**src/rtl/core/i2cee_pkg.sv**
```systemverilog
// ----------------------------------------------------------------------------
// I2C EEPROM byte access master - shared definitions
// Action codes, segment encodings and the per-command segment programs.
// ----------------------------------------------------------------------------
package i2cee_pkg;

   // Action carried on the input tuser
   typedef enum logic [1:0] {
      ACT_TICK  = 2'd0,
      ACT_READ  = 2'd1,
      ACT_WRITE = 2'd2,
      ACT_PROBE = 2'd3
   } act_type;

   // Segment kinds of a command program
   typedef enum logic [2:0] {
      SK_START   = 3'd0,
      SK_STOP    = 3'd1,
      SK_PUT     = 3'd2,
      SK_GET     = 3'd3,
      SK_END     = 3'd4,
      SK_POLLEND = 3'd5
   } seg_kind_type;

   // Byte source of a put segment
   typedef enum logic [2:0] {
      SRC_NONE  = 3'd0,
      SRC_ADDRW = 3'd1,
      SRC_ADDRR = 3'd2,
      SRC_HI    = 3'd3,
      SRC_LO    = 3'd4,
      SRC_DATA  = 3'd5
   } src_type;

   // What to do with the ack of a put segment
   typedef enum logic [1:0] {
      CHK_IGNORE = 2'd0,
      CHK_ABORT  = 2'd1,
      CHK_PROBE  = 2'd2,
      CHK_POLL   = 2'd3
   } chk_type;

   typedef struct packed {
      seg_kind_type kind;
      src_type      src;
      chk_type      chk;
   } seg_type;

   localparam int unsigned ProgLen = 12;
   localparam int unsigned StageW  = 4;

   // Write-poll loop restarts at this segment
   localparam logic [StageW-1:0] POLL_LOOP_STAGE = 4'd6;

   // Put phases: eight bits of three steps, then the ack clock
   localparam logic [4:0] PUT_ACK_SDA  = 5'd24;
   localparam logic [4:0] PUT_ACK_HIGH = 5'd25;
   localparam logic [4:0] PUT_ACK_LOW  = 5'd26;
   // Get phases: two setup steps, eight bits of two steps, then the no-ack clock
   localparam logic [4:0] GET_BITS_END = 5'd18;
   localparam logic [4:0] GET_NAK_HIGH = 5'd19;
   localparam logic [4:0] GET_NAK_LOW  = 5'd20;

   localparam seg_type SEG_START  = '{SK_START, SRC_NONE,  CHK_IGNORE};
   localparam seg_type SEG_STOP   = '{SK_STOP,  SRC_NONE,  CHK_IGNORE};
   localparam seg_type SEG_END    = '{SK_END,   SRC_NONE,  CHK_IGNORE};
   localparam seg_type SEG_GET    = '{SK_GET,   SRC_NONE,  CHK_IGNORE};
   localparam seg_type SEG_ADDR_A = '{SK_PUT,   SRC_ADDRW, CHK_ABORT};
   localparam seg_type SEG_ADDR_P = '{SK_PUT,   SRC_ADDRW, CHK_PROBE};
   localparam seg_type SEG_ADDR_L = '{SK_PUT,   SRC_ADDRW, CHK_POLL};
   localparam seg_type SEG_ADDR_R = '{SK_PUT,   SRC_ADDRR, CHK_IGNORE};
   localparam seg_type SEG_HI     = '{SK_PUT,   SRC_HI,    CHK_IGNORE};
   localparam seg_type SEG_LO     = '{SK_PUT,   SRC_LO,    CHK_IGNORE};
   localparam seg_type SEG_DATA   = '{SK_PUT,   SRC_DATA,  CHK_IGNORE};
   localparam seg_type SEG_POLL   = '{SK_POLLEND, SRC_NONE, CHK_IGNORE};

   // Segment program lookup: command kind and segment index
   function automatic seg_type prog_seg(input act_type kind,
                                        input logic [StageW-1:0] stage);
      seg_type s;
      s = SEG_END;
      case (kind)
         ACT_READ: begin
            case (stage)
               4'd0:    s = SEG_START;
               4'd1:    s = SEG_ADDR_A;
               4'd2:    s = SEG_HI;
               4'd3:    s = SEG_LO;
               4'd4:    s = SEG_STOP;
               4'd5:    s = SEG_START;
               4'd6:    s = SEG_ADDR_R;
               4'd7:    s = SEG_GET;
               4'd8:    s = SEG_STOP;
               default: s = SEG_END;
            endcase
         end
         ACT_WRITE: begin
            case (stage)
               4'd0:    s = SEG_START;
               4'd1:    s = SEG_ADDR_A;
               4'd2:    s = SEG_HI;
               4'd3:    s = SEG_LO;
               4'd4:    s = SEG_DATA;
               4'd5:    s = SEG_STOP;
               4'd6:    s = SEG_START;
               4'd7:    s = SEG_ADDR_L;
               4'd8:    s = SEG_STOP;
               4'd9:    s = SEG_POLL;
               default: s = SEG_END;
            endcase
         end
         ACT_PROBE: begin
            case (stage)
               4'd0:    s = SEG_START;
               4'd1:    s = SEG_ADDR_P;
               4'd2:    s = SEG_STOP;
               default: s = SEG_END;
            endcase
         end
         default: s = SEG_END;
      endcase
      return s;
   endfunction

endpackage

```
**src/rtl/core/i2c_eeprom_byte_access_master_unit.sv**
```systemverilog
// ----------------------------------------------------------------------------
// I2C EEPROM byte access master
// Steps SCL/SDA one line change per tick beat through random read, byte write
// and address probe sequences; one result beat per input beat.
// ----------------------------------------------------------------------------
// The result beat is registered, loaded from the step logic on acceptance.
// Throughput: 1 beat per cycle while the consumer takes results; one line step is
//   one pass of the sequencer logic between the state registers and the result register.
// A waiting result does not block input while the consumer takes it this cycle.
// Reset (synchronous, active high): idle, SCL and SDA released, no result beat.
// ----------------------------------------------------------------------------
module i2c_eeprom_byte_access_master_unit
   import i2cee_pkg::*;
(
   input  logic        clock,
   input  logic        reset,
   // Input beat: command or tick
   input  logic        req_tvalid,
   output logic        req_tready,
   input  logic [1:0]  req_tuser,   // [1:0] action
   input  logic [31:0] req_tdata,   // [6:0] device_address, [22:7] byte_offset,
                                    // [30:23] write_data, [31] sda_in
   // Result beat
   output logic        rsp_tvalid,
   input  logic        rsp_tready,
   output logic [15:0] rsp_tdata    // [0] scl_level, [1] sda_level, [2] busy_res,
                                    // [3] done_res, [11:4] read_byte,
                                    // [12] nack_error, [15:13] zero
);

   // Handshake
   logic req_accept;
   logic rsp_tvalid_ff, rsp_tvalid_in;
   logic [15:0] rsp_tdata_ff, rsp_tdata_in;

   // Input fields
   act_type     in_action;
   logic [6:0]  in_address;
   logic [15:0] in_offset;
   logic [7:0]  in_data;
   logic        in_sda;

   // Sequencer state
   logic              busy_ff, busy_in;
   logic              abort_ff, abort_in;
   logic              poll_nack_ff, poll_nack_in;
   logic [StageW-1:0] stage_ff, stage_in;
   logic [4:0]        phase_ff, phase_in;
   logic [3:0]        bit_cnt_ff, bit_cnt_in;
   logic [7:0]        shift_ff, shift_in;
   act_type           kind_ff, kind_in;
   logic [6:0]        addr_ff, addr_in;
   logic [15:0]       offset_ff, offset_in;
   logic [7:0]        data_ff, data_in;
   logic [7:0]        rx_ff, rx_in;
   logic              scl_ff, scl_in;
   logic              sda_ff, sda_in_nxt;
   logic              err_ff, err_in;

   // Step logic
   seg_type           seg_cur, seg_next;
   seg_kind_type      step_kind;
   logic              seg_end;
   logic              done;
   logic [7:0]        src_byte;
   logic [7:0]        shift_cur;
   logic [4:0]        put_sub;
   logic [StageW-1:0] stage_inc;

   assign in_action  = act_type'(req_tuser);
   assign in_address = req_tdata[6:0];
   assign in_offset  = req_tdata[22:7];
   assign in_data    = req_tdata[30:23];
   assign in_sda     = req_tdata[31];

   // Take a new beat whenever the result register is empty or being drained
   assign req_tready = !rsp_tvalid_ff || rsp_tready;
   assign req_accept = req_tvalid && req_tready;

   assign seg_cur   = prog_seg(kind_ff, stage_ff);
   // An address nack turns the remaining steps into a stop
   assign step_kind = abort_ff ? SK_STOP : seg_cur.kind;
   assign stage_inc = (stage_ff == StageW'(ProgLen - 1)) ? '0 : stage_ff + 1'b1;
   assign seg_next  = prog_seg(kind_ff, stage_inc);

   // Byte to shift out for the current put segment
   always_comb begin
      case (seg_cur.src)
         SRC_ADDRW: src_byte = {addr_ff, 1'b0};
         SRC_ADDRR: src_byte = {addr_ff, 1'b1};
         SRC_HI:    src_byte = offset_ff[15:8];
         SRC_LO:    src_byte = offset_ff[7:0];
         SRC_DATA:  src_byte = data_ff;
         default:   src_byte = '0;
      endcase
   end

   // Step within a bit of a put: phase minus three per finished bit
   assign put_sub = (phase_ff == '0) ? '0
                  : phase_ff - {bit_cnt_ff, 1'b0} - {1'b0, bit_cnt_ff};

   always_comb begin
      busy_in      = busy_ff;
      abort_in     = abort_ff;
      poll_nack_in = poll_nack_ff;
      stage_in     = stage_ff;
      phase_in     = phase_ff;
      bit_cnt_in   = bit_cnt_ff;
      shift_in     = shift_ff;
      kind_in      = kind_ff;
      addr_in      = addr_ff;
      offset_in    = offset_ff;
      data_in      = data_ff;
      rx_in        = rx_ff;
      scl_in       = scl_ff;
      sda_in_nxt   = sda_ff;
      err_in       = err_ff;
      seg_end      = 1'b0;
      done         = 1'b0;
      shift_cur    = shift_ff;

      if (req_accept && in_action != ACT_TICK) begin
         // Latch a command only while idle; drop it otherwise
         if (!busy_ff) begin
            kind_in      = in_action;
            addr_in      = in_address;
            offset_in    = in_offset;
            data_in      = in_data;
            err_in       = 1'b0;
            abort_in     = 1'b0;
            poll_nack_in = 1'b0;
            stage_in     = '0;
            phase_in     = '0;
            bit_cnt_in   = '0;
            busy_in      = 1'b1;
         end
      end else if (req_accept && busy_ff) begin
         // One line step
         case (step_kind)
            SK_START: begin
               if (phase_ff == '0) begin
                  sda_in_nxt = 1'b0;
               end else begin
                  scl_in  = 1'b0;
                  seg_end = 1'b1;
               end
            end
            SK_STOP: begin
               if (phase_ff == 5'd0) begin
                  sda_in_nxt = 1'b0;
               end else if (phase_ff == 5'd1) begin
                  scl_in = 1'b1;
               end else begin
                  sda_in_nxt = 1'b1;
                  seg_end    = 1'b1;
               end
            end
            SK_PUT: begin
               if (phase_ff == '0) begin
                  shift_cur  = src_byte;
                  shift_in   = src_byte;
                  bit_cnt_in = '0;
               end
               if (phase_ff < PUT_ACK_SDA) begin
                  if (put_sub == 5'd0) begin
                     sda_in_nxt = shift_cur[7];
                  end else if (put_sub == 5'd1) begin
                     scl_in = 1'b1;
                  end else begin
                     scl_in     = 1'b0;
                     shift_in   = {shift_cur[6:0], 1'b0};
                     bit_cnt_in = bit_cnt_ff + 1'b1;
                  end
               end else if (phase_ff == PUT_ACK_SDA) begin
                  sda_in_nxt = 1'b1;
               end else if (phase_ff == PUT_ACK_HIGH) begin
                  scl_in = 1'b1;
               end else if (phase_ff == PUT_ACK_LOW) begin
                  // Sample the ack after the SCL-high step
                  scl_in = 1'b0;
                  if (seg_cur.chk == CHK_ABORT || seg_cur.chk == CHK_PROBE) begin
                     err_in = in_sda;
                  end else if (seg_cur.chk == CHK_POLL) begin
                     poll_nack_in = in_sda;
                  end
               end else begin
                  sda_in_nxt = 1'b0;
                  seg_end    = 1'b1;
                  if (seg_cur.chk == CHK_ABORT && err_ff) begin
                     abort_in = 1'b1;
                  end
               end
            end
            SK_GET: begin
               if (phase_ff == 5'd0) begin
                  scl_in     = 1'b0;
                  bit_cnt_in = '0;
                  shift_in   = '0;
               end else if (phase_ff == 5'd1) begin
                  sda_in_nxt = 1'b1;
               end else if (phase_ff < GET_BITS_END) begin
                  if (!phase_ff[0]) begin
                     scl_in = 1'b1;
                  end else begin
                     scl_in     = 1'b0;
                     shift_in   = {shift_ff[6:0], in_sda};
                     bit_cnt_in = bit_cnt_ff + 1'b1;
                  end
               end else if (phase_ff == GET_BITS_END) begin
                  sda_in_nxt = 1'b1;
               end else if (phase_ff == GET_NAK_HIGH) begin
                  scl_in = 1'b1;
               end else if (phase_ff == GET_NAK_LOW) begin
                  scl_in = 1'b0;
               end else begin
                  sda_in_nxt = 1'b0;
                  rx_in      = shift_ff;
                  seg_end    = 1'b1;
               end
            end
            default: begin
            end
         endcase

         if (seg_end) begin
            phase_in = '0;
            if (abort_ff) begin
               done = 1'b1;
            end else if (!abort_in) begin
               // Advance to the next segment; resolve poll loop and end marks
               stage_in = stage_inc;
               if (seg_next.kind == SK_POLLEND) begin
                  if (poll_nack_ff) begin
                     stage_in = POLL_LOOP_STAGE;
                  end else begin
                     done = 1'b1;
                  end
               end else if (seg_next.kind == SK_END) begin
                  done = 1'b1;
               end
            end
            if (done) begin
               busy_in  = 1'b0;
               abort_in = 1'b0;
               stage_in = '0;
            end
         end else begin
            phase_in = phase_ff + 1'b1;
         end
      end
   end

   // Result beat register: load on accept, hold while stalled
   assign rsp_tvalid_in = req_accept || (rsp_tvalid_ff && !rsp_tready);
   assign rsp_tdata_in  = req_accept
                        ? {3'b000, err_in, rx_in, done, busy_in, sda_in_nxt, scl_in}
                        : rsp_tdata_ff;

   always_ff @(posedge clock) begin
      if (reset) begin
         rsp_tvalid_ff <= 1'b0;
         busy_ff       <= 1'b0;
         abort_ff      <= 1'b0;
         poll_nack_ff  <= 1'b0;
         stage_ff      <= '0;
         phase_ff      <= '0;
         bit_cnt_ff    <= '0;
         kind_ff       <= ACT_TICK;
         rx_ff         <= '0;
         scl_ff        <= 1'b1;
         sda_ff        <= 1'b1;
         err_ff        <= 1'b0;
      end else begin
         rsp_tvalid_ff <= rsp_tvalid_in;
         busy_ff       <= busy_in;
         abort_ff      <= abort_in;
         poll_nack_ff  <= poll_nack_in;
         stage_ff      <= stage_in;
         phase_ff      <= phase_in;
         bit_cnt_ff    <= bit_cnt_in;
         kind_ff       <= kind_in;
         rx_ff         <= rx_in;
         scl_ff        <= scl_in;
         sda_ff        <= sda_in_nxt;
         err_ff        <= err_in;
      end
   end

   always_ff @(posedge clock) begin
      rsp_tdata_ff <= rsp_tdata_in;
      shift_ff     <= shift_in;
      addr_ff      <= addr_in;
      offset_ff    <= offset_in;
      data_ff      <= data_in;
   end

   assign rsp_tvalid = rsp_tvalid_ff;
   assign rsp_tdata  = rsp_tdata_ff;

`ifndef NO_ASSERTIONS
   // A completing step never reports busy
   a_done_not_busy: assert property (@(posedge clock) disable iff (reset)
      rsp_tvalid_ff |-> !(rsp_tdata_ff[3] && rsp_tdata_ff[2]))
      else $error("done and busy reported together");

   // Idle sequencer holds no leftover step or abort
   a_idle_clean: assert property (@(posedge clock) disable iff (reset)
      !busy_ff |-> (phase_ff == '0 && !abort_ff && stage_ff == '0))
      else $error("idle with sequencer state left over");

   // Segment index stays within the program
   a_stage_range: assert property (@(posedge clock) disable iff (reset)
      stage_ff <= StageW'(ProgLen - 1))
      else $error("segment index out of range");

   // A command taken while idle starts a sequence
   a_cmd_starts: assert property (@(posedge clock) disable iff (reset)
      (req_accept && in_action != ACT_TICK && !busy_ff) |=> busy_ff)
      else $error("command accepted while idle did not start");

   // Phase never runs past the longest segment
   a_phase_range: assert property (@(posedge clock) disable iff (reset)
      phase_ff <= 5'd27)
      else $error("step phase out of range");
`endif

endmodule
```
**config.mk**
```make
export PLATFORM = sky130hd
export DESIGN_NAME = i2c_eeprom_byte_access_master_unit
export DESIGN_NICKNAME = d
export VERILOG_FILES = /design/src/rtl/core/i2cee_pkg.sv /design/src/rtl/core/i2c_eeprom_byte_access_master_unit.sv
export SDC_FILE = /design/constraint.sdc
export NUM_CORES = 1
export LEC_CHECK = 0
export ABC_CLOCK_PERIOD_IN_PS = 9700
export BUFFER_PORTS_ARGS = -buffer_cell sky130_fd_sc_hd__buf_2
export CORE_ASPECT_RATIO = 1.4
export CORE_MARGIN = 2
export CORE_UTILIZATION = 60
export DETAILED_ROUTE_END_ITERATION = 16
export MAX_ROUTING_LAYER = met4
export PLACE_DENSITY = 0.89
export SYNTH_ARGS = -nofsm -noshare
export SYNTH_HDL_FRONTEND = slang
export SYNTH_SLANG_ARGS = --single-unit
```
**constraint.sdc**
```tcl
create_clock -name clock -period 9.7 [get_ports clock]
set_clock_uncertainty 0.2 [all_clocks]
set_input_delay 1.94 -clock clock [delete_from_list [all_inputs] [get_ports clock]]
set_output_delay 1.94 -clock clock [all_outputs]
set_load 0.02 [all_outputs]
```
==> metrics.md <==
| Metric | Value |
|---|---|
| Top_reg_cell synth | edfxtp_1 |
| Logic gate share of total power | 5.9% |
| Top cell type's share of synthesized area | 29.3% |
| CP most frequent cell | nand2_1 |
| Max Fanout on Critical Path | 17 |
| Vias per Instance | 6.57 |
| Most numerous cell in the Yosys netlist | edfxtp_1 |
| Num CTS Buffers | 9 |
| Antenna-violating nets left | 0 |
| Met2 routed WL | 6350 um |
| Worst Setup End Kind | flip-flop |
| Routed met3 length | 852 um |
| Setup CP Type | in -> reg |
| Post-layout net count | 628 |
| DRT Pass-1 Iters | 6 |
| Int Pwr | 662 uW |
| Top Layer Used | met4 |
| Layout fillers | 622 |
| Number of diodes | 0 |
| HP Start | bit_cnt_ff[2] |
| Die W | 83.7 um |
| Antenna violations before repair | 0 |
| EDFF count, synth | 52 |
| Synth area leader | edfxtp_1 |
| Non-filler cells, final | 674 |
| Async SR Flop Fraction | 0% |
| Slew margin rel. | 19.4% |
| Core ar. | 8610 um^2 |
| DR DRC count | 0 |
| Mapped Cells | 525 |
| Initial Utilization | 61.9% |
| Cell at the root of the clock tree | clkbuf_16 |
| Post-synthesis sequential area ratio | 45.8% |
| Synth Warn # | 0 |
| Register clock-pin slew on the reported worst setup and hold paths | 0.07 ns |
| Post-synth top cells | 52 x edfxtp_1, 46 x nand2_1, 44 x dfxtp_1 |
| Final worst path period share | 48.5% |
| Place WS | 4.68 ns |
| Top Ports | 56 |
| Leak | 0.00227 uW |
| Cells after DPL | 658 |
| Clk pwr share | 43.3% |
| Unique masters post-synth | 79 |
| R2R Setup Slk | 5.48 ns |
| Largest buffer count on any clock path | 2 |
| Multi-input gate area | 2670 um^2 |
| Post-Syn Area | 5330 um^2 |
| Outcome | completed |
| Drt wl/cell | 18.5 um |
| Worst setup path start | rsp_tready |
| Met1 Wirelength | 4820 um |
| Routed WL | 12500 um |
| First-pass GRT wire length | 20500 um |
| Pwr dens | 147 nW/um^2 |
| Peak supply drop | 0.159 mV |
| Setup total negative slack | 0 ns |
| Die area | 9660 um^2 |
| Crit-path cells | buf_2 -> nand2b_1 -> nand2_1 -> inv_1 -> nand2_1 -> a211o_1 -> and3_1 -> o21ai_0 -> ha_1 -> nand2_1 -> o41ai_1 |
| P_sw | 207 uW |
| Fmax | 0.212 GHz |
| Max Slew Vio Count | 0 |
| Worst path required time | 9.75 ns |
| Hold WC Path Type | reg -> reg |
| CTS sink count | 96 |
| Largest net degree at the start of global routing | 35 |
| #FFs+latches synth | 96 |
| Setup bufs post-CTS | 0 |
| RSZ-0062 raised after global routing | no |
| Final hold violation count | 0 |
| Slew @ Worst Pin | 1.21 ns |
| Final Setup Violations | 0 |
| GP Congestion | 0.899 |
| Row cnt | 40 |
| Layout area overhead | 11.2% |
| H-tree level count | 3 |
| Average cell area after synthesis | 10.2 um^2 |
| Vias in the first global route | 4334 |
| Synth top area cells | edfxtp_1 29%, dfxtp_1 17%, ha_1 5.4% |
| Gr usage total | 27.0% |
| Slowest-stage cell, CP | inv_1 |
| Die Y | 116 um |
| Global route total overflow | 0 |
| PortBufs | 52 |
| HPWL Detailed | 9030 um |
| Part of the power in registers | 50.8% |
| CTS tree | done |
| Max-cap check violation count | 0 |
| Hold WS | 0.350 ns |
| Via Count | 4431 |
| Critical path arrival | 4.76 ns |
| Area occupied by registers | 2440 um^2 |
| Ratio of cells with drive above 1 in the final layout | 17.8% |
| PostCTS Resize Cnt | 0 |
| Fin crit period | 4.71 ns |
| Initial drt markers | 465 |
| Skew-Pair Late Insertion Delay | 0.35 ns |
| FF-to-FF Start | stage_ff[2] |
| Sw Ratio | 23.8% |
| Worst Slack Setup Final | 4.99 ns |
| CP max stage delay | 0.51 ns |
| # hold bufs at CTS | 0 |
| Setup crit start kind | primary input |
## metrics by stage
stage	power, uW	instance area [um^2]	utilization [%]
after CTS	870	5920	68.8
after floorplan	484	5340	-
after global placement	499	5610	65.1
after detailed placement	501	5610	65.1
after global routing	894	5920	68.8
final	869	5920	68.8
## area by class of cell
type                       count  area share [%]
clock buffer                   9            3.80
sequential                    96            41.2
inverter                      23            1.46
timing repair buffer          54            4.65
tap                          105            2.22
multi-input combinational    380            45.1
clock inverter                 7            1.56
## path summary, 6_finish.rpt
kind	end	depth (start not counted)
worst min-delay path	bit_cnt_ff[2]	1
worst max-delay path	flip-flop	11
worst min register to register	bit_cnt_ff[2]	1
worst max register to register	flip-flop	10
## power by group through the flow
stage | clock network [uW] | registers (uW) | logic, uW
after CTS | 377 | 441 | 51.3
final | 376 | 441 | 51.6
after global routing | 395 | 442 | 57.2
after floorplan | 0 | 452 | 31.4
after global placement | 0 | 450 | 49.6
after detailed placement | 0 | 450 | 51.0
## per-layer routing
layer	global-route usage, %	up-vias
met3	3.85	40
met5	-	-
met4	15.3	0
li1	-	2066
met1	30.3	2104
met2	46.5	221
## layout by cell type (no fill, tap or decap), drive strengths merged, types with 4 or more instances in the layout
| cell type | instances |
|---|---|
| buf | 54 |
| edfxtp | 52 |
| nand2 | 46 |
| dfxtp | 44 |
| nor2 | 34 |
| o21ai | 33 |
| inv | 28 |
| a21oi | 27 |
| ha | 23 |
| mux2 | 16 |
| and2 | 16 |
| nand3 | 11 |
| nor3 | 11 |
| a222oi | 10 |
| clkbuf | 9 |
| nor2b | 9 |
| nand2b | 8 |
| a22oi | 8 |
| a31oi | 7 |
| xor2 | 6 |
| o211ai | 6 |
| xnor2 | 5 |
| a21o | 5 |
| nor4b | 5 |
| or3 | 4 |
| and3 | 4 |
| a41oi | 4 |
| mux2i | 4 |
## cell families after synthesis
logic type / count (synthesis) / synth area share, %
AND/OR/NAND/NOR: 167 / 16.4
multiplexers: 20 / 4.13
buffers and inverters: 51 / 4.20
XOR/XNOR: 11 / 1.81
other: 1 / 0.0704
flip-flops: 96 / 45.8
AO/OA/AOI/OAI: 153 / 21.1
adder cells (fa/ha/maj): 26 / 6.53
## worst max-delay path, delay by kind of cell
family / cells / cell delay (ns)
AND/OR/NAND/NOR: 5 / 0.93
buffers and inverters: 2 / 0.58
adder cells (fa/ha/maj): 1 / 0.25
AO/OA/AOI/OAI: 3 / 1.04
(Power assumes the default switching activity.)
